<file path="src/rtl/core/dsv_pkg.sv">
// Shared types, character codes and calendar helpers for the date string validator.
package dsv_pkg;

    localparam logic [7:0]  CHAR_ZERO  = 8'h30;
    localparam logic [7:0]  CHAR_NINE  = 8'h39;
    localparam logic [7:0]  CHAR_SLASH = 8'h2F;

    localparam int unsigned DAY_W   = 7;
    localparam int unsigned MONTH_W = 7;
    localparam int unsigned YEAR_W  = 14;
    localparam int unsigned COUNT_W = 3;
    localparam int unsigned LEN_W   = 5;

    localparam logic [COUNT_W-1:0] DM_MAX_DIGITS   = 3'd2;
    localparam logic [COUNT_W-1:0] YEAR_MAX_DIGITS = 3'd4;
    localparam logic [COUNT_W-1:0] YEAR_SHORT      = 3'd2;

    localparam logic [YEAR_W-1:0] YEAR_SHORT_LO = 14'd10;
    localparam logic [YEAR_W-1:0] YEAR_SHORT_HI = 14'd99;
    localparam logic [YEAR_W-1:0] YEAR_BASE     = 14'd2000;

    // Quotient by 100 as multiply by 5243 / 2^19, exact over the 14-bit range
    localparam int unsigned       CENT_SHIFT = 19;
    localparam int unsigned       CENT_Q_W   = 8;
    localparam logic [12:0]       CENT_RECIP = 13'd5243;
    localparam logic [YEAR_W-1:0] CENTURY    = 14'd100;

    typedef enum logic [1:0] {
        FIELD_DAY   = 2'd0,
        FIELD_MONTH = 2'd1,
        FIELD_YEAR  = 2'd2
    } t_field;

    typedef struct packed {
        logic                 ok;
        logic [DAY_W-1:0]     day;
        logic [MONTH_W-1:0]   month;
        logic [YEAR_W-1:0]    year;
    } t_fin;

    typedef struct packed {
        logic                 ok;
        logic [DAY_W-1:0]     day;
        logic [MONTH_W-1:0]   month;
        logic [YEAR_W-1:0]    year;
        logic [CENT_Q_W-1:0]  cent;
    } t_exp;

    function automatic logic [LEN_W-1:0] month_length(input logic [MONTH_W-1:0] month,
                                                      input logic leap);
        logic [LEN_W-1:0] len;
        unique case (month)
            7'd1, 7'd3, 7'd5, 7'd7, 7'd8, 7'd10, 7'd12: len = 5'd31;
            7'd4, 7'd6, 7'd9, 7'd11:                     len = 5'd30;
            7'd2:                                        len = leap ? 5'd29 : 5'd28;
            default:                                     len = 5'd0;
        endcase
        return len;
    endfunction

endpackage

</file>
<file path="src/rtl/core/dsv_if.sv">
// Request channels for characters in and parsed dates out.
interface dsv_in_if;
    logic       valid;
    logic       ready;
    logic [7:0] char_code;
    logic       last_char;

    modport source (output valid, output char_code, output last_char, input ready);
    modport sink   (input valid, input char_code, input last_char, output ready);
endinterface

interface dsv_out_if;
    logic        valid;
    logic        ready;
    logic        date_valid;
    logic [6:0]  day_out;
    logic [6:0]  month_out;
    logic [13:0] year_out;

    modport source (output valid, output date_valid, output day_out, output month_out,
                    output year_out, input ready);
    modport sink   (input valid, input date_valid, input day_out, input month_out,
                    input year_out, output ready);
endinterface

</file>
<file path="src/rtl/core/date_string_validator.sv">
// Date string validator top level: parses dd/mm/yyyy and checks the calendar date.
//
// i_in carries one character per request, last_char flagging the end of the
// string. o_out carries one request per string, issued for its last character:
// date_valid and the parsed day, month and year (zero when the date is bad).
// Two-digit years 10 to 99 are read as 2010 to 2099; February follows
// Gregorian leap years.
// Throughput: one character per cycle, sustained, with o_out draining.
// A last character passes from the input register through the finish, year
// expansion and check stages to o_out.
// Characters that are not last keep flowing while a result waits on o_out;
// a last character waits in the input register only while the finish,
// expansion and output stages are all full and o_out is stalled, and
// i_in.ready then drops.
// Reset clears all valid flags and the field, count and value accumulators;
// the block is ready for a new string in the first cycle after reset.
// When o_out stalls, the result is held unchanged until taken.
module date_string_validator
    import dsv_pkg::*;
(
    input  logic       i_clk,
    input  logic       i_rst_n,
    dsv_in_if.sink     i_in,
    dsv_out_if.source  o_out
);

    // input register
    logic       r_c_valid;
    logic [7:0] r_c_char;
    logic       r_c_last;

    // parse state
    t_field               r_field, n_field;
    logic [COUNT_W-1:0]   r_count, n_count;
    logic [DAY_W-1:0]     r_day,   n_day;
    logic [MONTH_W-1:0]   r_month, n_month;
    logic [YEAR_W-1:0]    r_year,  n_year;
    logic                 r_err,   n_err;

    logic r_f_valid;
    t_fin r_f;
    logic r_e_valid;
    t_exp r_e, n_e;
    logic r_o_valid;
    logic r_o_ok;
    logic [DAY_W-1:0]   r_o_day;
    logic [MONTH_W-1:0] r_o_month;
    logic [YEAR_W-1:0]  r_o_year;

    logic o_free, e_free, f_free, c_go, c_free;

    assign o_free = !r_o_valid || o_out.ready;
    assign e_free = !r_e_valid || o_free;
    assign f_free = !r_f_valid || e_free;
    assign c_go   = r_c_valid && (!r_c_last || f_free);
    assign c_free = !r_c_valid || c_go;
    assign i_in.ready = c_free;

    always_ff @(posedge i_clk) begin
        if (!i_rst_n) begin
            r_c_valid <= 1'b0;
        end else if (c_free) begin
            r_c_valid <= i_in.valid;
        end
        if (c_free) begin
            r_c_char <= i_in.char_code;
            r_c_last <= i_in.last_char;
        end
    end

    // parse one character
    logic                 is_digit;
    logic [3:0]           digit;
    logic [COUNT_W-1:0]   limit;

    always_comb begin
        n_field = r_field;
        n_count = r_count;
        n_day   = r_day;
        n_month = r_month;
        n_year  = r_year;
        n_err   = r_err;
        is_digit = (r_c_char >= CHAR_ZERO) && (r_c_char <= CHAR_NINE);
        digit    = r_c_char[3:0];
        limit    = (r_field == FIELD_YEAR) ? YEAR_MAX_DIGITS : DM_MAX_DIGITS;
        if (is_digit) begin
            if (r_count >= limit) begin
                n_err = 1'b1;
            end else begin
                unique case (r_field)
                    FIELD_DAY:   n_day   = {r_day[DAY_W-4:0], 3'b000}
                                           + {r_day[DAY_W-2:0], 1'b0}
                                           + {{(DAY_W-4){1'b0}}, digit};
                    FIELD_MONTH: n_month = {r_month[MONTH_W-4:0], 3'b000}
                                           + {r_month[MONTH_W-2:0], 1'b0}
                                           + {{(MONTH_W-4){1'b0}}, digit};
                    FIELD_YEAR:  n_year  = {r_year[YEAR_W-4:0], 3'b000}
                                           + {r_year[YEAR_W-2:0], 1'b0}
                                           + {{(YEAR_W-4){1'b0}}, digit};
                    default:     n_err   = 1'b1;
                endcase
                n_count = r_count + 3'd1;
            end
        end else if (r_c_char == CHAR_SLASH) begin
            if (r_field == FIELD_YEAR) begin
                n_err = 1'b1;
            end else begin
                if (r_count == 3'd0 || r_count > DM_MAX_DIGITS) begin
                    n_err = 1'b1;
                end
                n_field = (r_field == FIELD_DAY) ? FIELD_MONTH : FIELD_YEAR;
                n_count = '0;
            end
        end else begin
            n_err = 1'b1;
        end
    end

    always_ff @(posedge i_clk) begin
        if (!i_rst_n) begin
            r_field <= FIELD_DAY;
            r_count <= '0;
            r_day   <= '0;
            r_month <= '0;
            r_year  <= '0;
            r_err   <= 1'b0;
        end else if (c_go) begin
            if (r_c_last) begin
                r_field <= FIELD_DAY;
                r_count <= '0;
                r_day   <= '0;
                r_month <= '0;
                r_year  <= '0;
                r_err   <= 1'b0;
            end else begin
                r_field <= n_field;
                r_count <= n_count;
                r_day   <= n_day;
                r_month <= n_month;
                r_year  <= n_year;
                r_err   <= n_err;
            end
        end
    end

    // finish snapshot on the last character
    always_ff @(posedge i_clk) begin
        if (!i_rst_n) begin
            r_f_valid <= 1'b0;
        end else if (f_free) begin
            r_f_valid <= c_go && r_c_last;
        end
        if (f_free) begin
            r_f.ok    <= !n_err && (n_field == FIELD_YEAR)
                         && (n_count == YEAR_SHORT || n_count == YEAR_MAX_DIGITS);
            r_f.day   <= n_day;
            r_f.month <= n_month;
            r_f.year  <= n_year;
        end
    end

    // expand short years, estimate the century count
    logic [YEAR_W-1:0]         year_x;
    logic [YEAR_W+12:0]        cent_prod;

    always_comb begin
        year_x = r_f.year;
        if (r_f.year >= YEAR_SHORT_LO && r_f.year <= YEAR_SHORT_HI) begin
            year_x = r_f.year + YEAR_BASE;
        end
        cent_prod = {13'd0, year_x} * {{YEAR_W{1'b0}}, CENT_RECIP};
        n_e.ok    = r_f.ok;
        n_e.day   = r_f.day;
        n_e.month = r_f.month;
        n_e.year  = year_x;
        n_e.cent  = cent_prod[CENT_SHIFT +: CENT_Q_W];
    end

    always_ff @(posedge i_clk) begin
        if (!i_rst_n) begin
            r_e_valid <= 1'b0;
        end else if (e_free) begin
            r_e_valid <= r_f_valid;
        end
        if (e_free) begin
            r_e <= n_e;
        end
    end

    // leap year and month length check
    logic [YEAR_W:0]    cent_x100;
    logic [YEAR_W-1:0]  cent_rem;
    logic               leap;
    logic [LEN_W-1:0]   len;
    logic               ok;

    always_comb begin
        cent_x100 = {{(YEAR_W+1-CENT_Q_W){1'b0}}, r_e.cent} * {1'b0, CENTURY};
        cent_rem  = r_e.year - cent_x100[YEAR_W-1:0];
        leap      = (r_e.year[1:0] == 2'b00)
                    && ((cent_rem != '0) || (r_e.cent[1:0] == 2'b00));
        len       = month_length(r_e.month, leap);
        ok        = r_e.ok && (r_e.day != '0)
                    && ({1'b0, r_e.day} <= {{(DAY_W+1-LEN_W){1'b0}}, len});
    end

    always_ff @(posedge i_clk) begin
        if (!i_rst_n) begin
            r_o_valid <= 1'b0;
        end else if (o_free) begin
            r_o_valid <= r_e_valid;
        end
        if (o_free) begin
            r_o_ok    <= ok;
            r_o_day   <= ok ? r_e.day   : '0;
            r_o_month <= ok ? r_e.month : '0;
            r_o_year  <= ok ? r_e.year  : '0;
        end
    end

    assign o_out.valid      = r_o_valid;
    assign o_out.date_valid = r_o_ok;
    assign o_out.day_out    = r_o_day;
    assign o_out.month_out  = r_o_month;
    assign o_out.year_out   = r_o_year;

endmodule

</file>
<file path="src/flat_wrapper.sv">
// flat-port wrapper written by rule: the top's interface ports become plain ports
module date_string_validator_flat import dsv_pkg::*;
  (i_clk, i_rst_n, i_in_valid, i_in_char_code, i_in_last_char, i_in_ready, o_out_valid, o_out_date_valid, o_out_day_out, o_out_month_out, o_out_year_out, o_out_ready);
  dsv_in_if i_in_i ();
  dsv_out_if o_out_i ();
  input  logic i_clk;
  input  logic i_rst_n;
  input wire logic [$bits(i_in_i.valid)-1:0] i_in_valid;
  input wire logic [$bits(i_in_i.char_code)-1:0] i_in_char_code;
  input wire logic [$bits(i_in_i.last_char)-1:0] i_in_last_char;
  output wire logic [$bits(i_in_i.ready)-1:0] i_in_ready;
  output wire logic [$bits(o_out_i.valid)-1:0] o_out_valid;
  output wire logic [$bits(o_out_i.date_valid)-1:0] o_out_date_valid;
  output wire logic [$bits(o_out_i.day_out)-1:0] o_out_day_out;
  output wire logic [$bits(o_out_i.month_out)-1:0] o_out_month_out;
  output wire logic [$bits(o_out_i.year_out)-1:0] o_out_year_out;
  input wire logic [$bits(o_out_i.ready)-1:0] o_out_ready;
  assign i_in_i.valid = i_in_valid;
  assign i_in_i.char_code = i_in_char_code;
  assign i_in_i.last_char = i_in_last_char;
  assign i_in_ready = i_in_i.ready;
  assign o_out_valid = o_out_i.valid;
  assign o_out_date_valid = o_out_i.date_valid;
  assign o_out_day_out = o_out_i.day_out;
  assign o_out_month_out = o_out_i.month_out;
  assign o_out_year_out = o_out_i.year_out;
  assign o_out_i.ready = o_out_ready;
  date_string_validator u_core (.i_clk(i_clk), .i_rst_n(i_rst_n), .i_in(i_in_i), .o_out(o_out_i));
endmodule
</file>
<file path="config.mk">
export PLATFORM = sky130hd
export DESIGN_NAME = date_string_validator_flat
export DESIGN_NICKNAME = d
export VERILOG_FILES = /design/src/rtl/core/dsv_pkg.sv /design/src/rtl/core/dsv_if.sv /design/src/rtl/core/date_string_validator.sv /design/src/flat_wrapper.sv
export SDC_FILE = /design/constraint.sdc
export NUM_CORES = 1
export LEC_CHECK = 0
export ABC_AREA = 1
export BUFFER_PORTS_ARGS = -buffer_cell sky130_fd_sc_hd__buf_2
export CORE_ASPECT_RATIO = 1.4
export CORE_MARGIN = 2
export CORE_UTILIZATION = 55
export CTS_CLUSTER_DIAMETER = 60
export DETAILED_ROUTE_END_ITERATION = 16
export PLACE_DENSITY = 0.72
export SYNTH_ARGS = -nofsm -noshare
export SYNTH_HDL_FRONTEND = slang
export SYNTH_SLANG_ARGS = --single-unit
</file>
<file path="constraint.sdc">
create_clock -name i_clk -period 10.95 [get_ports i_clk]
set_clock_uncertainty 0.2 [all_clocks]
set_input_delay 0 -clock i_clk [delete_from_list [all_inputs] [get_ports i_clk]]
set_output_delay 0 -clock i_clk [all_outputs]
set_load 0.005 [all_outputs]
</file>
Word-level counts from Yosys, hierarchy flattened
Cells that the tools add are included.

Muxes and demuxes: 33. $add $sub $neg: 9. $lt $le $gt $ge: 7. $mul: 2. Reduce and logical (&&, ||, !) cells: 32. Equality and inequality tests: 18.

Operators with widths (number): $mux W14 (5); $mux W7 (8); $eq A7 B4 Y1 const B (5); $eq A7 B3 Y1 const B (4); $mul A14 B13 Y27 const B (1); $mux W3 (6); $pmux W5 S3 (1); $add A14 B11 Y14 const B (1); $add A14 B14 Y14 (1); $add A14 B4 Y14 (1); $add A7 B4 Y7 (2); $add A7 B7 Y7 (2); $eq A7 B2 Y1 const B (2); $ge A14 B4 Y1 const B (1); $le A14 B7 Y1 const B (1); $reduce_bool A14 Y1 (1); $sub A14 B14 Y14 (1); $mul A8 B5 Y12 const B (1); $mux W2 (5); $logic_and A1 B1 Y1 (9); $eq A8 B6 Y1 const B (1); $ge A8 B6 Y1 const B (1); $le A8 B6 Y1 const B (1); $logic_or A1 B1 Y1 (8); 17 further kinds (32).

Output and inout port bits: 31. Logic and storage cells: 126. Flip-flop bits (word level): 142.

Logic depth before layout (Yosys ltp)
Gate-level depths: netlist (run 1).

Depth in word-level cells: 9. Mapped depth: 32. Gate-level depth less buffers: 32.

Worst setup path before layout (run 1)
OpenSTA, ideal clock, no wires.

Path kind: register to register. Start: register u_core.r_f[2] (netlist bit). End: register u_core.r_e[5] (netlist bit) (data pin). Setup slack: 5142 ps. Data arrival time: 5350 ps. Data required time: 10492 ps. Cell stages (with the launch flop): 24. Period minus slack after synthesis: 5808 ps. Library setup time: 258 ps. Path through: edfxtp_1 > inv_1 > ha_1 > o21a_1 > o21ai_0 > nand3_1 > nand2_1 > o21ai_0 > inv_1 > fa_1 > inv_1 > ha_1 > fa_1 > inv_1 > fa_1 > fa_1 > inv_1 > ha_1 > a21oi_1 > o21a_1 > nor3_1 > o21ai_0 > nand3_1 > xor2_1.

RTL lines: from (decl) (line date_string_validator.sv:41) `t_fin r_f;`; to (signal assigned) (line date_string_validator.sv:186) `r_e <= n_e;`; to (decl) (line date_string_validator.sv:43) `t_exp r_e, n_e;`.

==> results of run 1 <==
-- where the power goes --
group / switching, uW / leakage [uW] / internal [uW]
Combinational: 15.6 / 0.00520 / 10.7
Sequential: 2.92 / 0.00157 / 574
Clock: 277 / 0.000294 / 310
-- cells in the final DEF, fill, tap and decap left out, types with 9 or more instances in the layout --
master / n
nor2_1: 90
clkbuf_16: 17
inv_1: 279
a21oi_1: 74
edfxtp_1: 104
buf_2: 43
nand2_1: 293
o21ai_2: 9
dlygate4sd3_1: 14
ha_1: 192
nand3_1: 59
o21ai_0: 30
xnor2_1: 11
nor3_1: 14
nand4_1: 15
dfxtp_1: 38
xor2_1: 18
fa_1: 72
-- stage by stage --
stage	std cells	hold slack [ns]	power [uW]	instance area [um^2]
after global placement	1724	-0.0235	611	12700
after floorplan	1400	-0.101	604	12200
after global routing	1770	0.0681	1220	13500
after detailed placement	1724	-0.0219	612	12700
final	1770	0.0654	1190	13500
after CTS	1770	0.0552	1200	13500
-- critical path, cell delays in order, from the launching register on --
cell      delay (ns)
edfxtp_1        0.52
inv_1           0.14
ha_1            0.24
o21a_1          0.17
o21ai_0         0.18
nand3_1         0.09
nand2_1         0.15
inv_1           0.08
o21ai_0         0.48
inv_1           0.32
ha_1            0.41
fa_1            0.49
fa_1            0.51
inv_1           0.05
fa_1            0.47
inv_1           0.05
fa_1            0.49
ha_1            0.34
a21oi_1         0.23
a21boi_0        0.28
o21ai_0         0.12
nand3_1         0.08
nand3_1         0.09
xor2_1          0.14
-- kinds of logic after synthesis --
kind of cell,after synthesis,share of synthesized area [%]
other,1,0.0306
XOR/XNOR,29,2.07
buffers and inverters,300,9.55
AO/OA/AOI/OAI,157,7.57
flip-flops,142,31.7
adder cells (fa/ha/maj),264,31.4
AND/OR/NAND/NOR,506,17.7
-- worst max-delay path by stage --
stage / start / endpoint
after CTS: u_core.r_f[0] / u_core.r_e[6]
after floorplan: u_core.r_f[2] / u_core.r_e[5]
after detailed placement: u_core.r_f[0] / u_core.r_e[2]
after global routing: u_core.r_f[2] / u_core.r_e[5]
after global placement: u_core.r_f[1] / u_core.r_e[6]
final: u_core.r_f[0] / u_core.r_e[6]
-- metal layers --
metal / part of all wire [%] / track usage (%) / vias up
li1: - / - / 4641
met1: 39 / 25.6 / 4293
met2: 54 / 43.6 / 200
met3: 2.8 / 3.41 / 64
met4: 4.4 / 11.3 / 0
met5: 0 / 0 / -
-- layout make-up --
cell class,instances,area [um^2]
Clock inverter,15,188
Sequential cell,142,3880
Timing Repair Buffer,59,370
Multi-Input combinational cell,958,7190
Inverter,282,1060
Tap cell,297,372
Fill cell,1845,8370
Clock buffer,17,425
-- registers in the layout (all words and copies together), names as in the netlist --
signal / cells
u_core.r_c_last: 1
u_core.r_count: 3
u_core.o_out.day_out: 7
u_core.r_c_valid: 1
u_core.o_out.valid: 1
u_core.r_month: 7
u_core.r_err: 1
u_core.n_e: 15
u_core.r_c_char: 8
u_core.o_out.month_out: 7
u_core.r_year: 14
u_core.r_field: 2
u_core.o_out.year_out: 14
u_core.r_e_valid: 1
u_core.r_f: 14
u_core.r_e: 37
u_core.r_f_valid: 1
u_core.r_day: 7
u_core.o_out.date_valid: 1
-- repair_timing --
action,4_1_cts,5_1_grt
hold buffers,14,0
endpoints found under the hold margin,45,0
resized for setup,0,0
==> summary by stage, run 1 <==
Yosys
The top cell type by area accounts for 25.5% of the synthesized area. Ranked by instance count, the synthesized netlist is headed by 293 x nand2_1, 279 x inv_1, 192 x ha_1. The post-synthesis cell area is 12,200 um^2. The number of flip-flops and latches in the synthesized netlist is 142. The top cell type by total area after synthesis is edfxtp_1. In the synthesized netlist, the number of instances is 1,399.

The cell with the most instances after synthesis is nand2_1. For this run, the leading register cell type out of synthesis is edfxtp_1. The share of synthesized registers carrying an async set or reset is 0%. The number of enable flip-flop cells after synthesis is 104. By area the synthesized netlist is led by edfxtp_1 26%, ha_1 20%, fa_1 12%. The number of warnings printed during yosys synthesis is 0.

The post-synthesis area per instance is 8.75 um^2. In this run, distinct cell masters in the synthesized netlist total 49. Sequential elements use 31.7% of the synthesized area.

Floorplan
The total area inside the core boundary comes to 21,900 um^2. The placement row count is 64. For this design the top-level I/O count stands at 44. From left edge to right edge, the die measures 130 um. The floorplan die area is 23,500 um^2. The starting density of the core is 56.0%. The die is 181 um tall.

Critical path
The classification of the worst setup path is register to register. In this run the worst path has a maximum fanout of 6. The worst setup slack for register-to-register paths is 4.38 ns.

The startpoint of the worst-slack reg-to-reg timing path is u_core.r_f[0]. STA classifies the critical path startpoint as a register. Data on the critical path is required at its endpoint by 10.94 ns. The worst endpoint data arrival time is 6.56 ns.

The end of the worst register-to-register path is u_core.r_e[6]. The critical path endpoint category is a register. The worst reg2reg path depth is 23.

Placement
The half-perimeter wire length after placement is 21,400 um. The global placement routability congestion is 0.974. The placement-stage worst setup slack is 4.45 ns. The number of input and output port buffers inserted is 43.

CTS
The TritonCTS buffer count is 17. The clock passes through at most 2 buffers. The tree built by TritonCTS fans out to 142 sinks. The buffer type at the clock tree root is clkbuf_16. Clock latency on the worst-skew pair, taken at its later pin, is 0.44 ns. The H-tree was split into 4 levels.

Clock-pin slew was measured on the worst setup and hold paths at 0.07 ns. Once the clock tree was built, the setup fixing pass inserted 0 buffers. The clock tree from TritonCTS is done.

Min path
The worst-case hold path end point is u_core.r_c_char[0]. The worst hold path belongs to the class input port to register. The worst hold path startpoint is i_in_char_code[0].

The number of stages on the worst hold path is 2.

Global route
After global routing the overflow that remains totals 0. The number of antenna violations at the first check in global routing is 0. For this run, the total global-route usage over all layers was measured as 23.5%. The wire length of the first global-routing pass is 43,200 um. The via count of the first global-routing pass is 9,227. The pin count of the biggest net entering global routing is 40.

Finish
In the final design database the tool counted 1,737 nets. The number of diodes is 0. The area overhead of the layout relative to synthesis is 10.2%. The final cell utilization of the core is 61.7%. The post-route netlist has 7.88% of its cells at a drive strength greater than 1.

Timing
The pin slew with the least headroom to its limit is 1.11 ns. The ratio of final minimum period to clock period is 60.0%. Setup total negative slack on the finished layout was measured at 0 ns.

In this run the tightest slew margin relative to its limit is 25.6%. The worst setup margin is 4.38 ns. The maximum clock frequency is 152 MHz.

Setup repair after global routing left no endpoint under its margin. The count of pins over their slew limit is 0. Setup violations remaining at the end of the flow were counted as 0. The smallest clock period supported by the final layout is computed as 6.57 ns. The number of failing hold endpoints at the final stage is 0.

Drt
For this run, the detailed router's first-pass iteration total came to 7. The number of violations reported at the end of detailed-routing iteration 0 is 470. Once detail routing completed, the nets flagged for antenna violations numbered 0. The detailed-route wire length per cell is 14.9 um. For this run, design rule violations remaining after detail routing come to 0.

Summed over all layers, the routed wires come to 26,300 um. The overall via count from detail_route is 9,198. Using the TritonRoute via totals, the vias-per-cell ratio works out to 5.20.

Power and ir drop
The leakage component of the power is 0.00706 uW. The maximum ir drop on the vdd rail is 0.000154 V. The power per standard cell area is 88.2 nW/um^2.

Outcome
The run finished with clean final reports.

Run
The tool flagged a number of max-cap violations equal to 0.
(Power assumes the default switching activity.)
==> inputs of run 2 (changes only) <==
--- a/config.mk
+++ b/config.mk
@@ -5,7 +5,7 @@
 export SDC_FILE = /design/constraint.sdc
 export NUM_CORES = 1
 export LEC_CHECK = 0
-export ABC_AREA = 1
+export ABC_AREA = 0
 export BUFFER_PORTS_ARGS = -buffer_cell sky130_fd_sc_hd__buf_2
 export CORE_ASPECT_RATIO = 1.4
 export CORE_MARGIN = 2
==> constraint.sdc (replaced) <==
create_clock -name i_clk -period 6.3 [get_ports i_clk]
set_clock_uncertainty 0.2 [all_clocks]
set_input_delay 0 -clock i_clk [delete_from_list [all_inputs] [get_ports i_clk]]
set_output_delay 0 -clock i_clk [all_outputs]
set_load 0.005 [all_outputs]
==> run 2 against run 1 <==
  * The flow now finishes with violations (setup timing)
  * Sequential share of layout area shrank 0.86 points
  * Sequential power is 73% higher
  * Maximum frequency increased by 3.8%
  * First-iteration DRC count down 12%
  * Routed wire length down 3.0%
  * Synthesized cell count down 25%
==> summary by stage, run 2 <==
CTS
The maximum count of clock buffers along a single path is 2 (unchanged). The TritonCTS buffer count is 17 (unchanged). The buffer type at the clock tree root is clkbuf_16 (unchanged).

The level count of the clock H-tree is 4 (unchanged). The clock network latency to the later pin of the worst-skew pair is 0.43 ns (was 0.44 ns). The post-CTS clock slew at the launch and capture registers of the worst setup and hold paths came to 0.07 ns (about the same). The clock tree from TritonCTS is done (unchanged). The clock sink count came to 142 (unchanged).

Drt
The via density per instance is 5.65 (was 5.20). The detailed-route wire length per cell is 17.4 um (was 14.9 um). The number of iterations in the first detailed-routing pass is 5 (was 7). The DRC violation count after routing is 0 (unchanged). The number of violations reported at the end of detailed-routing iteration 0 was 412 (was 470). The number of routed nets with antenna violations is 0 (unchanged). The final wirelength is 25,500 um (was 26,300 um). The overall via count from detail_route is 8,276 (was 9,198).

Floorplan
The starting density of the core was 56.3% (was 56.0%). The die boundary height is 176 um (was 181 um). The die boundary width is 127 um (was 130 um). The top-level I/O count came to 44 (unchanged). The placement row count is 62 (was 64).

The floorplan die area was 22,300 um^2 (was 23,500 um^2). The core area is 20,600 um^2 (was 21,900 um^2).

Finish
The fill cell total of the finished layout is 1,473 (was 1,845). The leading cell type in the layout, fill and taps excluded is ha_1 (was nand2_1). The area overhead of the layout relative to synthesis is 19.8% (was 10.2%).

The register containing the most flip-flops in the final layout is u_core.r_e (unchanged). The number of non-filler instances in the completed layout is 1,465 (was 1,770). The number of diodes was 0 (unchanged). The net count of the finished layout is 1,473 (was 1,737). Most used cells in the layout excluding fill and tap cells: 170 x ha_1, 159 x inv_1, 104 x edfxtp_1 (was 293 x nand2_1, 279 x inv_1, 192 x ha_1). The fraction of final layout cells with drive strength greater than 1 is 21.9% (was 7.88%). The final non-filler cell area is 13,900 um^2 (was 13,500 um^2).

The flip-flop count of the largest register after layout is 37 (unchanged).

Critical path
The required arrival time at the worst endpoint is 6.36 ns (was 10.94 ns). The worst endpoint data arrival time is 6.39 ns (was 6.56 ns). The startpoint of the worst-slack reg-to-reg timing path is u_core.r_f[7] (was u_core.r_f[0]). The classification of the worst setup path is register to register (unchanged). The critical path endpoint category is a register (unchanged).

The maximum fanout along the worst path came to 5 (was 6). The launch point of the critical path was u_core.r_f[7] (was u_core.r_f[0]). The critical path launch point type is a register (unchanged).

Yosys
The area share of the largest cell type after synthesis was 26.9% (was 25.5%). Most common library cells after synthesis: 192 x ha_1, 168 x inv_1, 104 x edfxtp_1 (was 293 x nand2_1, 279 x inv_1, 192 x ha_1). The commonest register cell after synthesis is edfxtp_1 (unchanged).

The cell with the most instances after synthesis was ha_1 (was nand2_1). The number of flip-flops and latches in the synthesized netlist is 142 (unchanged). The synthesized instance count is 1,052 (was 1,399).

The count of cell types in the netlist is 67 (was 49). The top cell type by total area after synthesis is edfxtp_1 (unchanged). The post-synthesis cell area was 11,600 um^2 (was 12,200 um^2). The number of warnings printed during yosys synthesis is 0 (unchanged). The sequential element share of the synthesized area came to 33.4% (was 31.7%). The post-synthesis area per instance is 11.0 um^2 (was 8.75 um^2). The number of enable flip-flop cells after synthesis is 104 (unchanged). The share of synthesized registers carrying an async set or reset is 0% (unchanged). Synth top area cells: edfxtp_1 27%, ha_1 21%, fa_1 12% (was edfxtp_1 26%, ha_1 20%, fa_1 12%).

Placement
The number of input and output port buffers inserted is 43 (unchanged). The total placed instance area was 12,600 um^2 (was 12,700 um^2). The global placement routability congestion was 0.910 (was 0.974). The count of placed standard cells including taps is 1,406 (was 1,724). The half-perimeter wire length after placement is 19,400 um (was 21,400 um).

Timing
RSZ-0062 raised after global routing: yes (was no). The final setup violation count is 2 (was 0). The ratio of final minimum period to clock period is 100% (was 60.0%). The number of failing hold endpoints at the final stage was 0 (unchanged). The pin slew with the least headroom to its limit is 1.15 ns (was 1.11 ns). The clock period minus final worst setup slack is 6.32 ns (was 6.57 ns). The count of pins over their slew limit is 0 (unchanged). The worst setup margin is -0.0234 ns (was 4.38 ns).

The maximum clock frequency was 158 MHz (was 152 MHz). The headroom to the max-slew limit is 23.5% (was 25.6%).

Power and ir drop
The power per standard cell area is 151 nW/um^2 (was 88.2 nW/um^2). The leakage component of the power is 0.00685 uW (was 0.00706 uW). The maximum ir drop on the vdd rail is 0.000149 V (was 0.000154 V).

Run
The number of max-cap violations came to 0 (unchanged).

Min path
The worst hold-check path type is input port to register (unchanged). The worst hold path startpoint is i_in_char_code[4] (was i_in_char_code[0]).

Global route
The number of antenna violations at the first check in global routing came to 0 (unchanged). The global-route usage over all layers is 23.5% (about the same). The wire length of the first global-routing pass is 41,400 um (was 43,200 um). The pin count of the biggest net entering global routing is 40 (unchanged).

The via count of the first global-routing pass was 8,527 (was 9,227). The total global routing overflow is 0 (unchanged).

Outcome
The final reports fail on setup timing. Run status: finished with violations (was complete, no violations).
-- run 2: cell types whose count changed after synthesis, moves of 15 or more --
| cell | before | now |
|---|---|---|
| and2_1 | 3 | 22 |
| nor3b_1 | 2 | 25 |
| nand2_1 | 293 | 23 |
| nand3_1 | 59 | 14 |
| xnor2_1 | 11 | 28 |
| a22o_1 | 0 | 15 |
| nor2b_1 | 0 | 21 |
| mux2_2 | 0 | 24 |
| nor2_1 | 90 | 33 |
| inv_1 | 279 | 168 |
| a21oi_1 | 74 | 34 |
-- run 2: cells by family after synthesis --
family / after synthesis / share of synthesized area [%]
AND/OR/NAND/NOR: 204 / 10.5
adder cells (fa/ha/maj): 264 / 33.1
multiplexers: 25 / 2.41
buffers and inverters: 188 / 6.31
flip-flops: 142 / 33.4
XOR/XNOR: 38 / 2.87
AO/OA/AOI/OAI: 190 / 11.4
other: 1 / 0.0323
-- run 2: worst paths after layout --
check	slack [ns]	end	depth (start not counted)
worst max-delay path	-0.02	u_core.r_e[7]	22
worst min register to register	0.22	u_core.r_e[22]	0
worst max register to register	-0.02	u_core.r_e[7]	22
worst min-delay path	0.08	u_core.r_c_char[4]	2
-- run 2: timing repair --
item / CTS / global route
gates resized for setup: 35 / 56
hold buffers: 14 / 0
setup endpoints to repair: 8 / 28
pin swaps: 32 / 42
buffers inserted: 5 / 9
hold endpoints to repair: 42 / 0
-- run 2: cell type report --
type,count,area (um^2),area share [%]
timing repair buffer,144,1040,7.49
clock buffer,17,425,3.06
multi-input combinational,723,7420,53.3
clock inverter,15,191,1.38
tap,256,320,2.30
inverter,168,631,4.53
sequential,142,3880,27.9
-- run 2: power by group --
group / internal [uW] / total [uW] / switching, uW / leakage, uW
registers: 999 / 1000 / 6.32 / 0.00157
logic: 22.1 / 53.2 / 31.1 / 0.00498
clock network: 575 / 1040 / 464 / 0.000300
-- run 2: routing by layer --
layer / up-vias / wire length (um) / part of all wire (%) / track usage (%)
met2: 174 / 13700 / 53 / 43.8
met5: - / 0 / 0 / 0
met4: 0 / 983 / 3.8 / 10.4
met1: 4016 / 10200 / 40 / 26.7
li1: 4019 / - / - / -
met3: 67 / 713 / 2.8 / 2.88
-- run 2: worst max-delay path, stage by stage, from the launching register on --
cell and delay, ns:
edfxtp_1 0.38, or4_4 0.57, nor4_4 0.22, o211ai_1 0.22, buf_4 0.20, buf_6 0.12, xnor2_4 0.27, inv_2 0.08
fa_1 0.48, inv_1 0.05, ha_2 0.17, fa_1 0.58, inv_2 0.05, fa_1 0.46, fa_1 0.56, inv_2 0.05
ha_4 0.22, a211oi_2 0.25, inv_1 0.06, o211ai_1 0.25, a21boi_2 0.11, or4b_4 0.52, o211ai_1 0.10
-- run 2: stage by stage --
| step | setup slack (ns) | hold WS [ns] | util (%) | power, uW | setup TNS (ns) |
|---|---|---|---|---|---|
| final | -0.0234 | 0.0818 | 67.4 | 2100 | -0.0307 |
| after global routing | -0.226 | 0.0723 | 67.4 | 2150 | -1.22 |
| after CTS | 0.00105 | 0.0623 | 66.0 | 2100 | 0 |
| after detailed placement | -0.421 | -0.0214 | 61.2 | 1070 | -1.78 |
| after global placement | -0.251 | -0.0231 | 61.2 | 1070 | -0.941 |
| after floorplan | 0.00601 | -0.101 | - | 1050 | 0 |
